<file path="config.mk">
export PLATFORM = sky130hd
export DESIGN_NAME = fluid_contact_table_top
export DESIGN_NICKNAME = d
export VERILOG_FILES = /design/src/rtl/fct_pkg.sv /design/src/rtl/fct_front.sv /design/src/rtl/fct_queue.sv /design/src/rtl/fct_back.sv /design/src/rtl/fluid_contact_table_top.sv
export SDC_FILE = /design/constraint.sdc
export NUM_CORES = 2
export LEC_CHECK = 0
export BUFFER_PORTS_ARGS = -buffer_cell sky130_fd_sc_hd__buf_2
export CAP_MARGIN = 20
export CORE_MARGIN = 1.5
export CORE_UTILIZATION = 23
export CTS_BUF_LIST = sky130_fd_sc_hd__clkbuf_16
export DETAILED_ROUTE_END_ITERATION = 12
export PLACE_DENSITY = 0.4
export SETUP_SLACK_MARGIN = 0.2
export SLEW_MARGIN = 10
export SYNTH_ARGS = -nofsm -noshare
export SYNTH_HDL_FRONTEND = slang
export SYNTH_HIERARCHICAL = 1
export SYNTH_SLANG_ARGS = --single-unit
</file>
<file path="constraint.sdc">
create_clock -name i_clk -period 12.75 [get_ports i_clk]
set_clock_uncertainty 0.05 [all_clocks]
set_input_delay 3.1875 -clock i_clk [delete_from_list [all_inputs] [get_ports i_clk]]
set_output_delay 3.1875 -clock i_clk [all_outputs]
set_load 0.01 [all_outputs]
</file>
<file path="src/rtl/fct_pkg.sv">
`timescale 1ns / 1ps
// ----------------------------------------------------------------------------
// fct_pkg
// Shared types and constants for the fluid contact table.
// ----------------------------------------------------------------------------
package fct_pkg;

    localparam int CAPACITY   = 8;
    localparam int MAX_POINTS = 64;

    localparam int KEY_W  = 32;
    localparam int PCNT_W = 7;
    localparam int PIDX_W = 6;
    localparam int SLOT_W = 3;
    localparam int CNT_W  = 4;

    // command queue between front and back
    localparam int Q_DEPTH = 2;
    localparam int Q_PTR_W = 1;
    localparam int Q_CNT_W = 2;

    typedef enum logic [1:0] {
        OP_ADD     = 2'd0,
        OP_PERSIST = 2'd1,
        OP_REMOVE  = 2'd2,
        OP_READ    = 2'd3
    } t_opcode;

    typedef enum logic [1:0] {
        ST_OK        = 2'd0,
        ST_FULL      = 2'd1,
        ST_NOT_FOUND = 2'd2,
        ST_EMPTY     = 2'd3
    } t_status;

    // classified command as it sits in the queue
    typedef struct packed {
        t_opcode             op;
        logic [KEY_W-1:0]    fluid_body;
        logic [KEY_W-1:0]    fluid_subshape;
        logic [KEY_W-1:0]    body_subshape;
        logic [PCNT_W-1:0]   point_count;   // already clamped to MAX_POINTS
        logic [SLOT_W-1:0]   read_slot;
    } t_cmd;

    // one table entry
    typedef struct packed {
        logic [KEY_W-1:0]    fluid_body;
        logic [KEY_W-1:0]    fluid_subshape;
        logic [KEY_W-1:0]    body_subshape;
        logic [PIDX_W-1:0]   point_index;
    } t_entry;

    // queue status seen by the front and back
    typedef struct packed {
        logic full;
        logic empty;
    } t_qstat;

endpackage

</file>
<file path="src/rtl/fct_front.sv">
`timescale 1ns / 1ps
// ----------------------------------------------------------------------------
// fct_front
// Accepts input transactions, decodes the opcode and clamps the point count,
// then pushes the classified command into the queue.
// ----------------------------------------------------------------------------
module fct_front (
    input  logic                        i_valid,
    output logic                        o_ready,
    input  logic [1:0]                  i_opcode,
    input  logic [fct_pkg::KEY_W-1:0]   i_fluid_body,
    input  logic [fct_pkg::KEY_W-1:0]   i_fluid_subshape,
    input  logic [fct_pkg::KEY_W-1:0]   i_body_subshape,
    input  logic [fct_pkg::PCNT_W-1:0]  i_point_count,
    input  logic [fct_pkg::SLOT_W-1:0]  i_read_slot,
    input  fct_pkg::t_qstat             i_qstat,
    output logic                        o_push,
    output fct_pkg::t_cmd               o_cmd
);
    import fct_pkg::*;

    logic [PCNT_W-1:0] clamped_count;

    // accept whenever the queue has room
    assign o_ready = !i_qstat.full;
    assign o_push  = i_valid && !i_qstat.full;

    // counts beyond the manifold limit saturate
    always_comb begin
        if (i_point_count > PCNT_W'(MAX_POINTS)) begin
            clamped_count = PCNT_W'(MAX_POINTS);
        end else begin
            clamped_count = i_point_count;
        end
    end

    always_comb begin
        o_cmd.op             = t_opcode'(i_opcode);
        o_cmd.fluid_body     = i_fluid_body;
        o_cmd.fluid_subshape = i_fluid_subshape;
        o_cmd.body_subshape  = i_body_subshape;
        o_cmd.point_count    = clamped_count;
        o_cmd.read_slot      = i_read_slot;
    end

endmodule

</file>
<file path="src/rtl/fct_queue.sv">
`timescale 1ns / 1ps
// ----------------------------------------------------------------------------
// fct_queue
// Short command FIFO that decouples the front end from the back end.
// ----------------------------------------------------------------------------
module fct_queue (
    input  logic           i_clk,
    input  logic           i_rst_n,
    input  logic           i_push,
    input  fct_pkg::t_cmd  i_cmd,
    input  logic           i_pop,
    output fct_pkg::t_cmd  o_head,
    output fct_pkg::t_qstat o_qstat
);
    import fct_pkg::*;

    t_cmd               r_store [Q_DEPTH];
    logic [Q_PTR_W-1:0] r_wr_ptr, n_wr_ptr;
    logic [Q_PTR_W-1:0] r_rd_ptr, n_rd_ptr;
    logic [Q_CNT_W-1:0] r_count,  n_count;

    assign o_qstat.full  = (r_count == Q_CNT_W'(Q_DEPTH));
    assign o_qstat.empty = (r_count == '0);
    assign o_head        = r_store[r_rd_ptr];

    // pointer and occupancy update
    always_comb begin
        n_wr_ptr = r_wr_ptr;
        n_rd_ptr = r_rd_ptr;
        n_count  = r_count;
        if (i_push) begin
            n_wr_ptr = r_wr_ptr + 1'b1;
        end
        if (i_pop) begin
            n_rd_ptr = r_rd_ptr + 1'b1;
        end
        if (i_push && !i_pop) begin
            n_count = r_count + 1'b1;
        end else if (!i_push && i_pop) begin
            n_count = r_count - 1'b1;
        end
    end

    always_ff @(posedge i_clk) begin
        if (!i_rst_n) begin
            r_wr_ptr <= '0;
            r_rd_ptr <= '0;
            r_count  <= '0;
        end else begin
            r_wr_ptr <= n_wr_ptr;
            r_rd_ptr <= n_rd_ptr;
            r_count  <= n_count;
        end
    end

    // payload storage
    always_ff @(posedge i_clk) begin
        if (i_push) begin
            r_store[r_wr_ptr] <= i_cmd;
        end
    end

endmodule

</file>
<file path="src/rtl/fct_back.sv">
`timescale 1ns / 1ps
// ----------------------------------------------------------------------------
// fct_back
// Holds the contact table. Each command passes through a search state (parallel
// key compare, slot selection) and a commit state (table write, result register).
// ----------------------------------------------------------------------------
module fct_back (
    input  logic                        i_clk,
    input  logic                        i_rst_n,
    input  fct_pkg::t_qstat             i_qstat,
    input  fct_pkg::t_cmd               i_head,
    output logic                        o_pop,
    output logic                        o_valid,
    input  logic                        i_ready,
    output logic [1:0]                  o_status,
    output logic [fct_pkg::SLOT_W-1:0]  o_slot_used,
    output logic [fct_pkg::PIDX_W-1:0]  o_point_index,
    output logic [fct_pkg::CNT_W-1:0]   o_entry_count,
    output logic [fct_pkg::KEY_W-1:0]   o_out_fluid_body,
    output logic [fct_pkg::KEY_W-1:0]   o_out_fluid_subshape,
    output logic [fct_pkg::KEY_W-1:0]   o_out_body_subshape
);
    import fct_pkg::*;

    typedef enum logic {
        S_SEARCH,
        S_COMMIT
    } t_state;

    t_state              r_state;
    logic [CNT_W-1:0]    r_count;
    t_entry              r_table [CAPACITY];

    // latched command and search result
    t_cmd                r_cmd;
    logic                r_hit;
    logic [SLOT_W-1:0]   r_slot;

    // result register
    logic                r_out_valid;
    t_status             r_status;
    logic [SLOT_W-1:0]   r_slot_used;
    logic [PIDX_W-1:0]   r_point_index;
    logic [KEY_W-1:0]    r_out_fb;
    logic [KEY_W-1:0]    r_out_fs;
    logic [KEY_W-1:0]    r_out_bs;

    logic [CAPACITY-1:0] match_vec;
    logic                match_any;
    logic [SLOT_W-1:0]   match_slot;
    logic                n_hit;
    logic [SLOT_W-1:0]   n_slot;

    logic                do_commit;
    logic [SLOT_W-1:0]   last_slot;
    t_entry              ent_slot;
    t_entry              ent_last;
    logic [PCNT_W-1:0]   next_pidx;
    logic                wr_en;
    t_entry              wr_entry;
    logic [CNT_W-1:0]    n_count;
    t_status             n_status;
    logic [SLOT_W-1:0]   n_slot_used;
    logic [PIDX_W-1:0]   n_point_index;
    logic [KEY_W-1:0]    n_out_fb;
    logic [KEY_W-1:0]    n_out_fs;
    logic [KEY_W-1:0]    n_out_bs;

    // key compare in every valid slot
    always_comb begin
        for (int i = 0; i < CAPACITY; i++) begin
            match_vec[i] = (CNT_W'(i) < r_count)
                && (r_table[i].fluid_body     == i_head.fluid_body)
                && (r_table[i].fluid_subshape == i_head.fluid_subshape)
                && (r_table[i].body_subshape  == i_head.body_subshape);
        end
    end

    // first match wins
    always_comb begin
        match_any  = |match_vec;
        match_slot = '0;
        for (int i = CAPACITY - 1; i >= 0; i--) begin
            if (match_vec[i]) begin
                match_slot = SLOT_W'(i);
            end
        end
    end

    // classify the head command into a target slot
    always_comb begin
        case (i_head.op)
            OP_ADD: begin
                n_hit  = (r_count < CNT_W'(CAPACITY));
                n_slot = r_count[SLOT_W-1:0];
            end
            OP_PERSIST, OP_REMOVE: begin
                n_hit  = match_any;
                n_slot = match_slot;
            end
            OP_READ: begin
                n_hit  = ({1'b0, i_head.read_slot} < r_count);
                n_slot = i_head.read_slot;
            end
            default: begin
                n_hit  = 1'b0;
                n_slot = '0;
            end
        endcase
    end

    assign o_pop     = (r_state == S_SEARCH) && !i_qstat.empty;
    assign do_commit = (r_state == S_COMMIT) && (!r_out_valid || i_ready);
    assign last_slot = SLOT_W'(r_count - 1'b1);
    assign ent_slot  = r_table[r_slot];
    assign ent_last  = r_table[last_slot];
    assign next_pidx = ({1'b0, ent_slot.point_index} + 1'b1 >= r_cmd.point_count)
                       ? '0 : {1'b0, ent_slot.point_index} + 1'b1;

    // commit: table write and result values
    always_comb begin
        wr_en         = 1'b0;
        wr_entry      = ent_slot;
        n_count       = r_count;
        n_status      = ST_OK;
        n_slot_used   = '0;
        n_point_index = '0;
        n_out_fb      = '0;
        n_out_fs      = '0;
        n_out_bs      = '0;
        case (r_cmd.op)
            OP_ADD: begin
                if (r_hit) begin
                    wr_en                   = 1'b1;
                    wr_entry.fluid_body     = r_cmd.fluid_body;
                    wr_entry.fluid_subshape = r_cmd.fluid_subshape;
                    wr_entry.body_subshape  = r_cmd.body_subshape;
                    wr_entry.point_index    = '0;
                    n_count                 = r_count + 1'b1;
                    n_slot_used             = r_slot;
                end else begin
                    n_status = ST_FULL;
                end
            end
            OP_PERSIST: begin
                if (r_hit) begin
                    wr_en                = 1'b1;
                    wr_entry.point_index = next_pidx[PIDX_W-1:0];
                    n_slot_used          = r_slot;
                    n_point_index        = next_pidx[PIDX_W-1:0];
                end else begin
                    n_status = ST_NOT_FOUND;
                end
            end
            OP_REMOVE: begin
                if (r_hit) begin
                    // swap the last entry into the freed slot
                    wr_en         = 1'b1;
                    wr_entry      = ent_last;
                    n_count       = r_count - 1'b1;
                    n_slot_used   = r_slot;
                    n_point_index = ent_slot.point_index;
                end else begin
                    n_status = ST_NOT_FOUND;
                end
            end
            OP_READ: begin
                if (r_hit) begin
                    n_slot_used   = r_slot;
                    n_point_index = ent_slot.point_index;
                    n_out_fb      = ent_slot.fluid_body;
                    n_out_fs      = ent_slot.fluid_subshape;
                    n_out_bs      = ent_slot.body_subshape;
                end else begin
                    n_status = ST_EMPTY;
                end
            end
            default: begin
                n_status = ST_OK;
            end
        endcase
    end

    // sequencer, count and result register
    always_ff @(posedge i_clk) begin
        if (!i_rst_n) begin
            r_state     <= S_SEARCH;
            r_count     <= '0;
            r_out_valid <= 1'b0;
        end else begin
            if (do_commit) begin
                r_out_valid <= 1'b1;
            end else if (r_out_valid && i_ready) begin
                r_out_valid <= 1'b0;
            end
            case (r_state)
                S_SEARCH: begin
                    if (!i_qstat.empty) begin
                        r_cmd   <= i_head;
                        r_hit   <= n_hit;
                        r_slot  <= n_slot;
                        r_state <= S_COMMIT;
                    end
                end
                S_COMMIT: begin
                    if (do_commit) begin
                        r_count       <= n_count;
                        r_status      <= n_status;
                        r_slot_used   <= n_slot_used;
                        r_point_index <= n_point_index;
                        r_out_fb      <= n_out_fb;
                        r_out_fs      <= n_out_fs;
                        r_out_bs      <= n_out_bs;
                        r_state       <= S_SEARCH;
                    end
                end
                default: begin
                    r_state <= S_SEARCH;
                end
            endcase
        end
    end

    // table storage, single write port
    always_ff @(posedge i_clk) begin
        if (do_commit && wr_en) begin
            r_table[r_slot] <= wr_entry;
        end
    end

    assign o_valid              = r_out_valid;
    assign o_status             = r_status;
    assign o_slot_used          = r_slot_used;
    assign o_point_index        = r_point_index;
    assign o_entry_count        = r_count;
    assign o_out_fluid_body     = r_out_fb;
    assign o_out_fluid_subshape = r_out_fs;
    assign o_out_body_subshape  = r_out_bs;

endmodule

</file>
<file path="src/rtl/fluid_contact_table_top.sv">
`timescale 1ns / 1ps
// A command passes through the queue, the search state and the commit state,
// which writes the result register. The back end starts a new command only when
// the last has committed; the table has a single write port.
// A 2-entry command queue lets input keep arriving while a result waits.
// Reset (synchronous, active low) empties the table and the queue;
// entry contents are not cleared.
// ----------------------------------------------------------------------------
// fluid_contact_table_top
// Fixed-capacity contact table with add, persist, swap-remove and slot read.
// ----------------------------------------------------------------------------
module fluid_contact_table_top (
    input  logic                        i_clk,
    input  logic                        i_rst_n,
    input  logic                        i_valid,
    output logic                        o_ready,
    input  logic [1:0]                  i_opcode,
    input  logic [fct_pkg::KEY_W-1:0]   i_fluid_body,
    input  logic [fct_pkg::KEY_W-1:0]   i_fluid_subshape,
    input  logic [fct_pkg::KEY_W-1:0]   i_body_subshape,
    input  logic [fct_pkg::PCNT_W-1:0]  i_point_count,
    input  logic [fct_pkg::SLOT_W-1:0]  i_read_slot,
    output logic                        o_valid,
    input  logic                        i_ready,
    output logic [1:0]                  o_status,
    output logic [fct_pkg::SLOT_W-1:0]  o_slot_used,
    output logic [fct_pkg::PIDX_W-1:0]  o_point_index,
    output logic [fct_pkg::CNT_W-1:0]   o_entry_count,
    output logic [fct_pkg::KEY_W-1:0]   o_out_fluid_body,
    output logic [fct_pkg::KEY_W-1:0]   o_out_fluid_subshape,
    output logic [fct_pkg::KEY_W-1:0]   o_out_body_subshape
);
    import fct_pkg::*;

    t_qstat qstat;
    t_cmd   push_cmd;
    t_cmd   head_cmd;
    logic   push;
    logic   pop;

    // accept and classify
    fct_front u_front (
        .i_valid          (i_valid),
        .o_ready          (o_ready),
        .i_opcode         (i_opcode),
        .i_fluid_body     (i_fluid_body),
        .i_fluid_subshape (i_fluid_subshape),
        .i_body_subshape  (i_body_subshape),
        .i_point_count    (i_point_count),
        .i_read_slot      (i_read_slot),
        .i_qstat          (qstat),
        .o_push           (push),
        .o_cmd            (push_cmd)
    );

    // command queue
    fct_queue u_queue (
        .i_clk   (i_clk),
        .i_rst_n (i_rst_n),
        .i_push  (push),
        .i_cmd   (push_cmd),
        .i_pop   (pop),
        .o_head  (head_cmd),
        .o_qstat (qstat)
    );

    // table and execution
    fct_back u_back (
        .i_clk                (i_clk),
        .i_rst_n              (i_rst_n),
        .i_qstat              (qstat),
        .i_head               (head_cmd),
        .o_pop                (pop),
        .o_valid              (o_valid),
        .i_ready              (i_ready),
        .o_status             (o_status),
        .o_slot_used          (o_slot_used),
        .o_point_index        (o_point_index),
        .o_entry_count        (o_entry_count),
        .o_out_fluid_body     (o_out_fluid_body),
        .o_out_fluid_subshape (o_out_fluid_subshape),
        .o_out_body_subshape  (o_out_body_subshape)
    );

endmodule

</file>
# Word level (Yosys, flattened, before mapping)
# Memory sizes are Yosys's and may differ from the RTL's. A register that Yosys moved wholly into a read port is not among the register bits.
# Index checks and enable logic that the tools add are counted.
dict set report classes {
  add_sub_neg 7
  n_lt_le_gt_ge 12
  n_eq_ne 33
  mux 45
  bitwise_logic 2
  reduce_logical 53
}
# operator n
set ops {}
lappend ops {{$eq A32 B32 Y1} 24}
lappend ops {{$mux W102} 2}
lappend ops {{$pmux W96 S2} 1}
lappend ops {{$mux W3} 11}
lappend ops {{$logic_and A1 B1 Y1} 31}
lappend ops {{$mux W6} 4}
lappend ops {{$pmux W6 S3} 1}
lappend ops {{$lt A3 B4 Y1 const A} 4}
lappend ops {{$mux W1} 13}
lappend ops {{$pmux W6 S2} 1}
lappend ops {{$eq A2 B2 Y1 const B} 5}
lappend ops {{$pmux W3 S3} 1}
lappend ops {{$lt A1 B4 Y1 const A} 2}
lappend ops {{$lt A2 B4 Y1 const A} 2}
lappend ops {{$mux W2} 4}
lappend ops {{$mux W4} 2}
lappend ops {{$pmux W4 S2} 1}
lappend ops {{$reduce_or A8 Y1} 1}
lappend ops {{$add A6 B1 Y7 const B} 1}
lappend ops {{$ge A7 B7 Y1} 1}
lappend ops {{$gt A7 B7 Y1 const B} 1}
lappend ops {{$mux W7} 1}
lappend ops {{$logic_not A2 Y1} 3}
lappend ops {{$pmux W2 S3} 1}
lappend ops {{other kinds (21)} 34}
dict set report totals {
  ff_bits 226
  ramBits 1032
  input_bits 112
  output_inout_bits 113
  wordCells 173
  n_memories 2
}
# memory depth width rd rd_clocked_by_memory_dff wr line
set mem_list {}
lappend mem_list {u_back.r_table 8 102 10 1 1 fct_back.sv:32} ;# t_entry r_table [CAPACITY];
lappend mem_list {u_queue.r_store 2 108 1 1 1 fct_queue.sv:17} ;# t_cmd r_store [Q_DEPTH];

# Depth between registers and ports, before layout
# An unclocked memory read counts as a cell.
dict set report logic_depth {
  depth_word 15
  mapped_depth 15
}

# Hierarchy
# The synthesis kept the hierarchy.
# module instances cells_each area_per_inst_um2 seq_area_each_um2
set modules_own_cells {}
lappend modules_own_cells {fct_back 1 4148 57327.5 31169.9}
lappend modules_own_cells {fct_queue 1 358 8079.0 6586.3}
lappend modules_own_cells {fct_front 1 110 809.5 0.0}

# Least setup slack after synthesis
# OpenSTA, ideal clock, no wires.
dict set report synth_timing {
  path_kind {input -> register}
  startpoint {input port i_ready}
  endpoint {memory u_back/r_table[0][0] (netlist name) (enable)}
  setup_ns 0.688
  arrival_ns 10.664
  required_time_ns 12.012
  setup_slack_ns 1.349
  cell_stages 4
  path_buffers 0
  cell_sequence {nand2b_1 > nand3_1 > or3_1 > nor3_1}
}
dict set report synth_between {
  elab_chain_len 5
}
# element line
set synth_lines {}
lappend synth_lines {{from (decl)} fluid_contact_table_top.sv:24} ;# input logic i_ready,
lappend synth_lines {{$logic_or A1 B1 Y1} fct_back.sv:113} ;# assign do_commit = (r_state == S_COMMIT) && (!r_out_valid || i_ready);
lappend synth_lines {{$logic_and A1 B1 Y1} fct_back.sv:113}
lappend synth_lines {{$logic_and A1 B1 Y1} fct_back.sv:226} ;# if (do_commit && wr_en) begin
lappend synth_lines {{$mux W1} fct_back.sv:226}
lappend synth_lines {{$mux W1 (implied by the code)} fct_back.sv:227} ;# r_table[r_slot] <= wr_entry;
lappend synth_lines {{to (decl)} fct_back.sv:32}
# No other way between the ends.

# Worst setup path in the final report
dict set report layout_timing {
  startpoint {register u_back.r_count[0], in the netlist u_back/o_entry_count[0]}
  endpoint {output port o_entry_count[0] (netlist name)}
}
# element line
set layout_lines {}
lappend layout_lines {{from (decl)} fct_back.sv:31} ;# logic [CNT_W-1:0] r_count;
lappend layout_lines {{from (signal assigned)} fct_back.sv:207} ;# r_count <= n_count;
lappend layout_lines {{to (decl)} fluid_contact_table_top.sv:28} ;# output logic [fct_pkg::CNT_W-1:0] o_entry_count,
# No word-level cell between the ends.

==> run_results.csv <==
group,metric,value,unit
logic_synthesis,netlist_instances,4616,
logic_synthesis,yosysWarnings,6,
logic_synthesis,ys_seq_area_share,57.0,%
setup_path,critPathMaxStageDelay,0.80,ns
sta,final.setup.worst_slack,6.84,ns
layout,synthToLayoutAreaGrowth,16.0,%
cts,cts.sinks,1262,
cts,clockRootBuffer,"clkbuf_16",
min_path,hold_class,"flop to flop",
logic_synthesis,yosys.area.top_type,"edfxtp_1",
cts,h-tree-depth,4,
floorplanning,io_pins,225,
global_routing,grt_pass1_vias,44600,
global_routing,antenna_found_initial,39,
logic_synthesis,syn_nets,4750,
cts,clkTransAtPathRegs,0.06,ns
layout,final_cell_mix,"1248 x edfxtp_1, 436 x nand2_1, 408 x mux4_2, 350 x xnor2_1, 257 x xor2_1",
flow_run,drv_cap,0,
place,gp_congestion,1.11,
sta,tns,0,ns
floorplanning,initial_utilization,23.2,%
pwr,ir_worst_vdd,0.000141,V
sta,hold_violations,0,
place,pre_cts_slack,6.32,ns
sta,period_share,46.4,%
drt,dr.pass1.iters,5,
cts,numCtsBuffers,160,
layout,drive_gt1_share,23.9,%
setup_path,crit_buf_inv,2,
floorplanning,die_h,540,um
floorplanning,die_w,540,um
sta,drv_slew,0,
logic_synthesis,synth_edf_count,1248,
sta,clock.fmax,0.169,GHz
drt,postRouteAntennaNets,0,
setup_path,required,9.51,ns
drt,drc,0,
sta,worstMarginPinSlew,1.40,ns
cts,cts_tree,"yes",
drt,avgViaCountPerCell,5.32,
pwr,power.leakage,24.8,nW
global_routing,overflow,0,
setup_path,critPathCaptureType,"output pin",
pwr,power.density,231,nW/um^2
setup_path,worstPathCellList,"buf_4, buf_2",
floorplanning,die_area,291000,sq um
drt,vias,46100,
cts,holdBufCountCts,0,
layout,n_fill_cell,29100,
setup_path,start_kind,"flop",
layout,finalCoreUtilization,26.9,%
sta,min_period,5.91,ns
logic_synthesis,ys.flop_type,"edfxtp_1",
sta,worst_slew_margin_rel,6.53,%
setup_path,cp_max_fo,36,
logic_synthesis,ys_types,79,
sta,rsz0062_at_grt,"no",
setup_path,arrival,2.68,ns
global_routing,grt_start_max_net_pins,109,
setup_path,crit_type,"flop to output pin",
logic_synthesis,synthArstFlopShare,0,%
place,hpwlAfterDp,288,mm
global_routing,grt_pass1_wl,477,mm
layout,fin_area,76800,sq um
logic_synthesis,synth_top_area_share,56.6,%
logic_synthesis,syn_area_per_cell,14.3,sq um
logic_synthesis,ys_seq_elements,1262,
setup_path,cp_slowest_cell,"dfxtp_4",
floorplanning,core_area,286000,sq um
sta,setup_viol,0,
logic_synthesis,mappedNetlistArea,66200,sq um
global_routing,track_usage,25.0,%
place,placed_area,71500,sq um
cts,post_cts_buffers,0,
cts,clockBufferDepth,3,
place,place.port_buffers,224,
pwr,p_total,17.7,mW
cts,clock_latency,0.87,ns
drt,wl_per_cell,42.9,um
layout,layout_commonest_cell,"edfxtp_1",
status,status,"completed",
drt,wirelength,372,mm
setup_path,cp_top_family,"buffers and inverters",
floorplanning,core.rowCount,196,
layout,nNetsFinal,4897,
logic_synthesis,netlist_top_cells_area,"edfxtp_1 57%, mux4_2 14%, xnor2_1 4.7%, xor2_1 3.4%, nand2_1 2.5%",
cts,ctsResizeCount,0,
drt,drt-initial-drc-count,6421,
cell usage after synthesis (all sizes together), types with 101 or more instances:
library cell	count
edfxtp	1248
nand2b	121
nand2	438
nor2	160
xnor2	357
mux2	110
buf	208
clkbuf	187
nor2b	104
a22o	106
xor2	260
nand4	171
mux4	408
mux2i	101
nor4	147
o21ai	110
flip-flops by register name (all words and copies together), names as in the netlist, 4 cells and up, named ones only:
signal,cells
u_back/o_entry_count,4
u_back/o_out_body_subshape,32
u_back/o_out_fluid_body,32
u_back/o_out_fluid_subshape,32
u_back/o_point_index,6
u_back/r_cmd,105
u_back/r_table,816
u_queue/r_store,216
final cells by class:
class | instances | area (sq um) | area share [%]
tap | 3762 | 4710 | 6.13
inverter | 89 | 339 | 0.441
clock buffer | 163 | 4080 | 5.31
antenna | 12 | 30.0 | 0.0391
timing repair buffer | 380 | 2390 | 3.11
clock inverter | 129 | 1150 | 1.50
multi-input combinational | 2870 | 26300 | 34.3
sequential | 1262 | 37800 | 49.2
power breakdown:
group | leakage (nW) | total, mW | internal, mW | switching, mW
sequential | 11.5 | 5.88 | 5.64 | 0.234
combinational | 10.6 | 7.30 | 2.03 | 5.27
clock | 2.67 | 4.57 | 2.62 | 1.95
total | 24.8 | 17.7 | 10.3 | 7.45
path summary, 6_finish.rpt:
path                            slack (ns)                     from                 end  cells past startpoint
worst max-delay path                  6.84  u_back/o_entry_count[0]    o_entry_count[0]                      2
worst max register to register        7.19                     flop    u_back/r_slot[0]                     10
worst min-delay path                  0.46       u_queue/r_count[1]  u_queue/r_count[1]                      2
worst min register to register        0.46       u_queue/r_count[1]  u_queue/r_count[1]                      2
tightest hold or removal path: stages (launching register included):
cell and delay, ns:
dfxtp_1 0.32, o21ai_0 0.07, a21boi_1 0.07
per-stage QoR:
stage,hold WS [ns],std cells
after detailed placement,0.457,8354
after floorplan,0.416,4616
after global routing,0.517,8656
after CTS,0.467,8646
final,0.462,8667
after global placement,0.429,8344
per-layer routing:
layer  track usage (%)  vias to the layer above  part of all wire, %
li1                  -                    18000                    -
met1              33.8                    25100                   43
met2              38.0                     2506                   44
met3              5.12                      499                  7.7
met4              11.8                       14                  5.4
met5                 0                        -                0.027
cell families after synthesis:
family                     synth area share (%)
AOI/OAI and AO/OA                          3.85
DFF                                        57.0
buffers and inverters                      3.52
and+or+nand+nor                            9.63
adders and majority gates                 0.416
muxes                                      17.4
xor gates and xnor gates                   8.17
Note: power is estimated with default switching activity, not from simulation.
